--- src/sv/assert_macros.svh ---
// assertion helpers shared by the rtl modules
`ifndef ASSERT_MACROS_SVH
`define ASSERT_MACROS_SVH

// checked on every rising edge outside reset
`define SST_ASSERT(label, prop, msg) \
   label: assert property (@(posedge clock) disable iff (reset) (prop)) else $error(msg);

// checked on every rising edge, reset included
`define SST_ASSERT_ALWAYS(label, prop, msg) \
   label: assert property (@(posedge clock) (prop)) else $error(msg);

`endif

--- src/sv/sst_pkg.sv ---
package sst_pkg;

   // table size and slot index width
   localparam int SLOTS  = 16;
   localparam int SLOT_W = (SLOTS > 1) ? $clog2(SLOTS) : 1;

   // command codes
   typedef enum logic [2:0] {
      ACT_OPEN    = 3'd0,
      ACT_CLOSE   = 3'd1,
      ACT_BIND    = 3'd2,
      ACT_CONNECT = 3'd3,
      ACT_LISTEN  = 3'd4,
      ACT_MARK    = 3'd5,
      ACT_GET     = 3'd6
   } action_type;

   // connection phases
   typedef enum logic [2:0] {
      PH_CREATED    = 3'd0,
      PH_BOUND      = 3'd1,
      PH_CONNECTING = 3'd2,
      PH_LISTENING  = 3'd3,
      PH_CONNECTED  = 3'd4
   } phase_type;

   // socket kinds
   localparam logic KIND_TCP = 1'b0;

   // request beat, last field in the lowest bits
   typedef struct packed {
      logic [2:0]  pad;
      logic [15:0] port;
      logic [31:0] address;
      logic [1:0]  sock_type;
      logic [7:0]  handle;
      logic [2:0]  action;
   } req_item_type;

   // response beat, last field in the lowest bits
   typedef struct packed {
      logic [2:0]  pad;
      logic [15:0] remote_port_out;
      logic [31:0] remote_ip;
      logic [15:0] local_port_out;
      logic [31:0] local_ip;
      logic [2:0]  entry_phase;
      logic        entry_kind;
      logic [7:0]  open_count;
      logic [7:0]  new_handle;
      logic        ok;
   } rsp_item_type;

   // controller to datapath
   typedef struct packed {
      logic load;
      logic lookup;
      logic exec;
   } cmd_type;

   // datapath to controller
   typedef struct packed {
      logic out_busy;
   } status_type;

endpackage

--- src/sv/socket_slot_table.sv ---
// channel   direction  beat fields (low bit first)
// req_      in         action, handle, sock_type, address, port (64 bits)
// rsp_      out        ok, new_handle, open_count, entry_kind, entry_phase,
//                      local_ip, local_port_out, remote_ip, remote_port_out (120 bits)
//
// each command goes through accept, slot read and free-slot search, then
// table update with the result loaded into the output register.
// the registered lookup step lies between capture and update.
// a new command is taken while the previous result still waits on rsp_.
// a stalled rsp_ holds the finished command in its update step until the output frees.
// synchronous reset empties the table and clears the count.
module socket_slot_table (
   input  logic         clock,
   input  logic         reset,
   input  logic         req_tvalid,
   output logic         req_tready,
   input  logic [63:0]  req_tdata,   // action, handle, sock_type, address, port
   output logic         rsp_tvalid,
   input  logic         rsp_tready,
   output logic [119:0] rsp_tdata    // ok, new_handle, open_count, entry_kind, entry_phase,
                                     // local_ip, local_port_out, remote_ip, remote_port_out
);

   sst_pkg::cmd_type      cmd;
   sst_pkg::status_type   status;
   sst_pkg::req_item_type req_item;
   sst_pkg::rsp_item_type rsp_item;

   assign req_item  = sst_pkg::req_item_type'(req_tdata);
   assign rsp_tdata = 120'(rsp_item);

   // sequencer
   sst_ctrl u_ctrl (
      .clock      (clock),
      .reset      (reset),
      .req_tvalid (req_tvalid),
      .req_tready (req_tready),
      .status     (status),
      .cmd        (cmd)
   );

   // slot table and result register
   sst_datapath u_datapath (
      .clock     (clock),
      .reset     (reset),
      .cmd       (cmd),
      .status    (status),
      .req_item  (req_item),
      .rsp_valid (rsp_tvalid),
      .rsp_ready (rsp_tready),
      .rsp_item  (rsp_item)
   );

endmodule

--- src/sv/sst_ctrl.sv ---
`include "assert_macros.svh"

module sst_ctrl (
   input  logic               clock,
   input  logic               reset,
   input  logic               req_tvalid,
   output logic               req_tready,
   input  sst_pkg::status_type status,
   output sst_pkg::cmd_type   cmd
);

   typedef enum logic [1:0] {
      ST_IDLE   = 2'd0,
      ST_LOOKUP = 2'd1,
      ST_EXEC   = 2'd2
   } state_type;

   state_type state_ff, state_in;
   logic      ready_ff;

   // commands follow the state
   always_comb begin
      cmd.load   = req_tvalid && ready_ff;
      cmd.lookup = (state_ff == ST_LOOKUP);
      cmd.exec   = (state_ff == ST_EXEC) && !status.out_busy;
   end

   // next state
   always_comb begin
      state_in = state_ff;
      case (state_ff)
         ST_IDLE: begin
            if (cmd.load) state_in = ST_LOOKUP;
         end
         ST_LOOKUP: state_in = ST_EXEC;
         ST_EXEC: begin
            if (!status.out_busy) state_in = ST_IDLE;
         end
         default: state_in = ST_IDLE;
      endcase
   end

   // state and registered ready
   always_ff @(posedge clock) begin
      if (reset) begin
         state_ff <= ST_IDLE;
         ready_ff <= 1'b0;
      end else begin
         state_ff <= state_in;
         ready_ff <= (state_in == ST_IDLE);
      end
   end

   assign req_tready = ready_ff;

   `SST_ASSERT(a_accept_then_lookup, cmd.load |=> (state_ff == ST_LOOKUP), "accept did not start lookup")
   `SST_ASSERT(a_ready_only_idle, ready_ff |-> (state_ff == ST_IDLE), "ready outside idle")

endmodule

--- src/sv/sst_datapath.sv ---
`include "assert_macros.svh"

module sst_datapath (
   input  logic                       clock,
   input  logic                       reset,
   input  sst_pkg::cmd_type           cmd,
   output sst_pkg::status_type        status,
   input  sst_pkg::req_item_type      req_item,
   output logic                       rsp_valid,
   input  logic                       rsp_ready,
   output sst_pkg::rsp_item_type      rsp_item
);

   // slot table
   logic [sst_pkg::SLOTS-1:0] valid_ff;
   logic                      kind_ff   [sst_pkg::SLOTS];
   logic [2:0]                phase_ff  [sst_pkg::SLOTS];
   logic [31:0]               lip_ff    [sst_pkg::SLOTS];
   logic [15:0]               lport_ff  [sst_pkg::SLOTS];
   logic [31:0]               rip_ff    [sst_pkg::SLOTS];
   logic [15:0]               rport_ff  [sst_pkg::SLOTS];
   logic [7:0]                occ_ff, occ_in;

   // captured request
   sst_pkg::req_item_type     req_ff;

   // lookup stage results
   logic [sst_pkg::SLOT_W-1:0] hidx_ff, hidx_in;
   logic                       hit_ff, hit_in;
   logic [sst_pkg::SLOT_W-1:0] fidx_ff, fidx_in;
   logic                       free_ff, free_in;
   logic                       ekind_ff;
   logic [2:0]                 ephase_ff;
   logic [31:0]                elip_ff, erip_ff;
   logic [15:0]                elport_ff, erport_ff;

   // response register
   logic                       rsp_valid_ff;
   sst_pkg::rsp_item_type      rsp_ff, rsp_in;

   // execute-stage decisions
   logic                       ok;
   logic                       wr_open, wr_close, wr_bind, wr_conn, wr_phase;
   logic [2:0]                 new_phase;
   logic [sst_pkg::SLOT_W-1:0] widx;
   logic [7:0]                 hm1;
   logic                       tcp_ok, early_phase, pending_phase;

   // handle decode and lowest free slot
   always_comb begin
      hm1     = req_ff.handle - 8'd1;
      hidx_in = hm1[sst_pkg::SLOT_W-1:0];
      hit_in  = (req_ff.handle != 8'd0) && (req_ff.handle <= 8'(sst_pkg::SLOTS))
                && valid_ff[hidx_in];
      fidx_in = '0;
      free_in = 1'b0;
      for (int i = sst_pkg::SLOTS - 1; i >= 0; i--) begin
         if (!valid_ff[i]) begin
            fidx_in = sst_pkg::SLOT_W'(i);
            free_in = 1'b1;
         end
      end
   end

   // request capture and lookup registers
   always_ff @(posedge clock) begin
      if (cmd.load) req_ff <= req_item;
      if (cmd.lookup) begin
         hidx_ff   <= hidx_in;
         hit_ff    <= hit_in;
         fidx_ff   <= fidx_in;
         free_ff   <= free_in;
         ekind_ff  <= kind_ff[hidx_in];
         ephase_ff <= phase_ff[hidx_in];
         elip_ff   <= lip_ff[hidx_in];
         elport_ff <= lport_ff[hidx_in];
         erip_ff   <= rip_ff[hidx_in];
         erport_ff <= rport_ff[hidx_in];
      end
   end

   // command rules
   always_comb begin
      tcp_ok        = hit_ff && (ekind_ff == sst_pkg::KIND_TCP);
      early_phase   = (ephase_ff == sst_pkg::PH_CREATED) || (ephase_ff == sst_pkg::PH_BOUND);
      pending_phase = (ephase_ff == sst_pkg::PH_CONNECTING)
                      || (ephase_ff == sst_pkg::PH_LISTENING);
      ok        = 1'b0;
      wr_open   = 1'b0;
      wr_close  = 1'b0;
      wr_bind   = 1'b0;
      wr_conn   = 1'b0;
      wr_phase  = 1'b0;
      new_phase = sst_pkg::PH_CREATED;
      case (req_ff.action)
         sst_pkg::ACT_OPEN: begin
            ok      = (req_ff.sock_type[1] == 1'b0) && free_ff;
            wr_open = ok;
         end
         sst_pkg::ACT_CLOSE: begin
            ok       = hit_ff;
            wr_close = ok;
         end
         sst_pkg::ACT_BIND: begin
            ok        = hit_ff && (ephase_ff == sst_pkg::PH_CREATED) && (req_ff.port != 16'd0);
            wr_bind   = ok;
            wr_phase  = ok;
            new_phase = sst_pkg::PH_BOUND;
         end
         sst_pkg::ACT_CONNECT: begin
            ok        = tcp_ok && early_phase && (req_ff.port != 16'd0);
            wr_conn   = ok;
            wr_phase  = ok;
            new_phase = sst_pkg::PH_CONNECTING;
         end
         sst_pkg::ACT_LISTEN: begin
            ok        = tcp_ok && early_phase && (elport_ff != 16'd0);
            wr_phase  = ok;
            new_phase = sst_pkg::PH_LISTENING;
         end
         sst_pkg::ACT_MARK: begin
            ok        = tcp_ok && pending_phase;
            wr_phase  = ok;
            new_phase = sst_pkg::PH_CONNECTED;
         end
         sst_pkg::ACT_GET: ok = hit_ff;
         default: ok = 1'b0;
      endcase
      widx = wr_open ? fidx_ff : hidx_ff;
   end

   // occupied count after this command
   always_comb begin
      occ_in = occ_ff;
      if (wr_open)  occ_in = occ_ff + 8'd1;
      if (wr_close) occ_in = occ_ff - 8'd1;
   end

   // response payload
   always_comb begin
      rsp_in            = '0;
      rsp_in.ok         = ok;
      rsp_in.open_count = occ_in;
      if (wr_open) rsp_in.new_handle = 8'(fidx_ff) + 8'd1;
      if (ok && (req_ff.action == sst_pkg::ACT_GET)) begin
         rsp_in.entry_kind      = ekind_ff;
         rsp_in.entry_phase     = ephase_ff;
         rsp_in.local_ip        = elip_ff;
         rsp_in.local_port_out  = elport_ff;
         rsp_in.remote_ip       = erip_ff;
         rsp_in.remote_port_out = erport_ff;
      end
   end

   // valid bits and count
   always_ff @(posedge clock) begin
      if (reset) begin
         valid_ff <= '0;
         occ_ff   <= 8'd0;
      end else if (cmd.exec) begin
         occ_ff <= occ_in;
         if (wr_open)  valid_ff[widx] <= 1'b1;
         if (wr_close) valid_ff[widx] <= 1'b0;
      end
   end

   // slot field writes, one slot per command
   always_ff @(posedge clock) begin
      if (cmd.exec) begin
         if (wr_open) begin
            kind_ff[widx]  <= req_ff.sock_type[0];
            phase_ff[widx] <= sst_pkg::PH_CREATED;
            lip_ff[widx]   <= 32'd0;
            lport_ff[widx] <= 16'd0;
            rip_ff[widx]   <= 32'd0;
            rport_ff[widx] <= 16'd0;
         end
         if (wr_phase) phase_ff[widx] <= new_phase;
         if (wr_bind) begin
            lip_ff[widx]   <= req_ff.address;
            lport_ff[widx] <= req_ff.port;
         end
         if (wr_conn) begin
            rip_ff[widx]   <= req_ff.address;
            rport_ff[widx] <= req_ff.port;
         end
      end
   end

   // output register
   always_ff @(posedge clock) begin
      if (reset) begin
         rsp_valid_ff <= 1'b0;
      end else if (cmd.exec) begin
         rsp_valid_ff <= 1'b1;
      end else if (rsp_ready) begin
         rsp_valid_ff <= 1'b0;
      end
   end

   always_ff @(posedge clock) begin
      if (cmd.exec) rsp_ff <= rsp_in;
   end

   assign status.out_busy = rsp_valid_ff && !rsp_ready;
   assign rsp_valid       = rsp_valid_ff;
   assign rsp_item        = rsp_ff;

   `SST_ASSERT(a_count_matches, occ_ff == 8'($countones(valid_ff)), "count differs from valid bits")
   `SST_ASSERT(a_no_overwrite, cmd.exec |-> !(rsp_valid_ff && !rsp_ready), "result overwritten")

endmodule

--- config.mk ---
export PLATFORM = sky130hd
export DESIGN_NAME = socket_slot_table
export DESIGN_NICKNAME = d
export VERILOG_FILES = /design/src/sv/sst_pkg.sv /design/src/sv/socket_slot_table.sv /design/src/sv/sst_ctrl.sv /design/src/sv/sst_datapath.sv
export VERILOG_INCLUDE_DIRS = /design/src /design/src/sv
export SDC_FILE = /design/constraint.sdc
export NUM_CORES = 2
export LEC_CHECK = 0
export BUFFER_PORTS_ARGS = -buffer_cell sky130_fd_sc_hd__buf_2
export CAP_MARGIN = 20
export CELL_PAD_IN_SITES_DETAIL_PLACEMENT = 1
export CELL_PAD_IN_SITES_GLOBAL_PLACEMENT = 1
export CORE_UTILIZATION = 36
export CTS_BUF_LIST = sky130_fd_sc_hd__clkbuf_8
export DETAILED_ROUTE_END_ITERATION = 8
export PLACE_DENSITY = 0.61
export SLEW_MARGIN = 25
export SYNTH_ARGS = -nofsm -noshare
export SYNTH_HDL_FRONTEND = slang
export SYNTH_SLANG_ARGS = --single-unit
--- constraint.sdc ---
create_clock -name clock -period 8 [get_ports clock]
set_clock_uncertainty 0.05 [all_clocks]
set_input_delay 1.6 -clock clock [delete_from_list [all_inputs] [get_ports clock]]
set_output_delay 1.6 -clock clock [all_outputs]
set_load 0.02 [all_outputs]
==> results.tsv <==
stage	metric	value	unit
cts	hold_buffers	0	
sta	finalCritPeriodShare	63.9	%
floorplan	die_h	451	um
power_and_ir_drop	p_switching	4.29	mW
worst_setup_path	critPathSlowestCell	o41ai_1	
worst_setup_path	reg2reg_to	u_datapath.rip_ff[8][19]$_DFFE_PP_	
yosys	synth_flop_cell	edfxtp_1	
sta	period_needed	5.11	ns
detailed_routing	ant_nets	0	
worst_setup_path	crit_path_start_kind	flop	
flow_run	cap_viol_max_count	0	
global_route	grt_usage	18.2	%
cells_and_area	syn_to_final_growth	14.6	%
placement	dp_hpwl	98.4	mm
global_route	grt_pass1_vias	35900	
worst_setup_path	reg2reg_depth	6	
worst_setup_path	crit_path_cell_trace	nor4b_2 -> nand2_1 -> o41ai_1 -> nand2_1 -> nor2_4 -> buf_4	
sta	hold_viol_final	0	
cells_and_area	drive_above_1_share	31.7	%
worst_setup_path	path_class	reg -> reg	
cts	ctsHtreeMaxLevel	5	
placement	dpl.cell_count	5870	
power_and_ir_drop	p_clk_share	41.4	%
worst_setup_path	critical_path_buf_inv_count	1	
worst_setup_path	worstPathArrival	5.68	ns
cts	path_clk_slew	0.05	ns
detailed_routing	wl_per_cell	28.6	um
worst_setup_path	critPathMaxFanout	30	
floorplan	core_area	200000	sq um
yosys	ys_types	59	
cells_and_area	design_area	83000	sq um
worst_hold_path	hp-class	reg -> reg	
worst_setup_path	critical_path_depth	6	
yosys	synthTopCellsByCount	edfxtp_1, mux4_2, and2_1	
placement	gp_congestion	0.763	
sta	rsz0062_at_grt	no	
cts	tritoncts	built	
sta	holdWs	0.427	ns
worst_hold_path	min_path_cells	1	
power_and_ir_drop	p_comb_share	2.8	%
sta	finalWorstSetupSlack	2.89	ns
sta	setup_tns	0	ns
detailed_routing	routed_wl	185	mm
floorplan	fp.dieW	451	um
worst_setup_path	cp-end-kind	flop	
placement	place_area	77000	sq um
power_and_ir_drop	ir_worst_vdd	188	uV
global_route	grt_pass1_wl	263	mm
sta	relSlewSlack	27.9	%
yosys	synth_top_area_share	78.2	%
sta	setup_viol	0	
worst_setup_path	max_stage_delay	0.85	ns
sta	worst_pin_slew	1.08	ns
cts	clock_sinks	1913	
worst_setup_path	r2r_start	u_datapath.req_ff[1]$_DFFE_PP_	
floorplan	num_rows	164	
cts	clk_latency	1.04	ns
power_and_ir_drop	total_leakage_power	25.4	nW
global_route	overflow	0	
cts	cts_root_buf	clkbuf_8	
detailed_routing	via_count	33800	
global_route	grt_max_degree	140	
cells_and_area	nets	3633	
yosys	avgSynthCellArea	23.2	sq um
power_and_ir_drop	p_per_area	237	nW/um^2
power_and_ir_drop	p_int	15.4	mW
power_and_ir_drop	netSwitchingFraction	21.8	%
yosys	yosys_warnings	0	
cells_and_area	fillers	18700	
detailed_routing	drc	56	
detailed_routing	first_pass_iters	7	
yosys	synth_top_area_cell	edfxtp_1	
sta	finalMaxSlewViolations	0	
outcome	run_status	finished, violations left	
floorplan	start_util	36.2	%
yosys	synth_area	72400	sq um
power_and_ir_drop	p_seq_share	55.8	%
cts	cts-resized-gates	0	
yosys	synth_area_leaders	edfxtp_1, mux4_2, and2_1	
placement	portBuffers	180	
global_route	grt_antenna_before_repair	16	
placement	place_worst_setup_slack	2.90	ns
worst_setup_path	crit_family	simple AND/OR/NAND/NOR gates	
yosys	synth-edff-count	1885	
sta	fmax	0.196	GHz
floorplan	ios	190	
yosys	synth.most_common_cell	edfxtp_1	
yosys	ys_seq_elements	1913	
worst_setup_path	crit_start	u_datapath.req_ff[1]$_DFFE_PP_	
detailed_routing	vias_per_cell	5.24	
worst_setup_path	crit_required	8.56	ns
worst_setup_path	critical_path.most_common_cell	nand2_1	
cells_and_area	stdcell_count	6446	
cts	cts_max_path_buffers	4	
yosys	async_flop_share	0	%
yosys	syn_inst	3123	
outcome	violations	DRC	
worst_setup_path	cp-endpoint	u_datapath.rip_ff[8][19]$_DFFE_PP_	
floorplan	dieArea	203000	sq um
cts	numCtsBuffers	340	
worst_setup_path	r2r_slack	2.89	ns
detailed_routing	drt_first_iter_violations	3086	
power_and_ir_drop	p_total	19.7	mW
cts	cts_setup_buffers	0	
yosys	yosysSeqAreaShare	78.9	%
cells_and_area	utilization	41.5	%
==> cell usage in the layout, fill, tap and decap left out, types with 7 or more instances in the layout <==
master	Yosys	final
nand3_1	9	9
buf_12	0	8
clkbuf_8	0	351
mux4_2	504	504
inv_1	11	111
o31ai_1	8	8
dfxtp_1	28	28
and2_1	198	197
nand2b_1	12	12
nand4_1	8	8
edfxtp_1	1885	1885
xnor2_1	11	11
clkinv_2	0	22
nor2_1	87	53
clkinv_1	0	74
o21ai_1	7	7
or4_1	14	14
nor2_4	1	34
buf_4	6	55
nor4_1	12	10
nand2_1	33	33
clkinvlp_4	0	9
buf_2	29	180
o41ai_1	7	7
a21oi_1	26	26
o21a_1	16	16
nor3_1	10	9
==> metal layers <==
metal	global-route usage (%)	vias up	part of all wire, %
li1	-	14000	-
met1	24.9	18300	43
met2	29.4	1107	49
met3	3.59	280	5.8
met4	5.31	6	2.3
met5	0	-	0.021
==> logic make-up (layout without fill, tap and decap cells) <==
| family | Yosys count | after routing | synth area share, % |
|---|---|---|---|
| compound gates | 89 | 89 | 0.821 |
| buf+inv | 176 | 832 | 1.02 |
| other cells | 1 | 12 | 0.00518 |
| xor+xnor | 16 | 16 | 0.193 |
| simple gates | 418 | 418 | 3.26 |
| fa+ha+maj | 5 | 5 | 0.0864 |
| flops | 1913 | 1913 | 78.9 |
| mux | 505 | 505 | 15.7 |
==> flip-flops by register name (all words and copies together) (netlist names), 8 cells and up <==
register,cells
u_datapath.rsp_item,114
u_datapath.elport_ff,16
u_datapath.req_ff,61
u_datapath.phase_ff,48
u_datapath.erip_ff,32
u_datapath.rport_ff,256
u_datapath.rip_ff,512
u_datapath.lport_ff,256
u_datapath.occ_ff,8
u_datapath.kind_ff,16
u_datapath.lip_ff,512
u_datapath.valid_ff,16
u_datapath.elip_ff,32
u_datapath.erport_ff,16
==> worst min-delay path by stage <==
| stage | from | endpoint | slack (ns) |
|---|---|---|---|
| 3_3_place_gp | u_ctrl.state_ff[0]$_SDFF_PP0_ | u_ctrl.state_ff[0]$_SDFF_PP0_ | 0.41 |
| 2_1_floorplan | u_ctrl.state_ff[0]$_SDFF_PP0_ | u_ctrl.state_ff[0]$_SDFF_PP0_ | 0.38 |
| 3_5_place_dp | u_ctrl.state_ff[0]$_SDFF_PP0_ | u_ctrl.state_ff[0]$_SDFF_PP0_ | 0.42 |
| 4_1_cts | u_ctrl.state_ff[0]$_SDFF_PP0_ | u_ctrl.state_ff[0]$_SDFF_PP0_ | 0.43 |
| 6_report | u_ctrl.state_ff[0]$_SDFF_PP0_ | u_ctrl.state_ff[0]$_SDFF_PP0_ | 0.43 |
| 5_1_grt | u_ctrl.state_ff[0]$_SDFF_PP0_ | u_ctrl.state_ff[0]$_SDFF_PP0_ | 0.46 |
==> worst reg2reg max path, stage by stage, from the launching register on <==
cell	delay (ns)
edfxtp_1	0.57
nor4b_2	0.73
nand2_1	0.61
o41ai_1	0.85
nand2_1	0.35
nor2_4	0.82
buf_4	0.71
==> cell type report <==
type                    count  area, sq um  share of cell area (%)
clock buffers             351         4830                    5.82
repair buffers            254         1700                    2.04
flip-flops and latches   1913        57200                    68.9
inverters                  12         55.1                  0.0663
diodes                      6         15.0                  0.0181
clock inverters           215         1040                    1.26
multi-input cells        1039        14900                    17.9
well taps                2656         3320                    4.00
==> power by group through the flow <==
| stage | Sequential [mW] | Combinational [mW] | Clock (mW) |
|---|---|---|---|
| 6_report | 11.0 | 0.560 | 8.14 |
| 3_3_place_gp | 11.2 | 0.569 | 0 |
| 2_1_floorplan | 11.1 | 0.387 | 0 |
| 4_1_cts | 11.0 | 0.572 | 8.38 |
| 5_1_grt | 11.0 | 0.599 | 8.76 |
| 3_5_place_dp | 11.2 | 0.572 | 0 |
(Power assumes the default switching activity.)
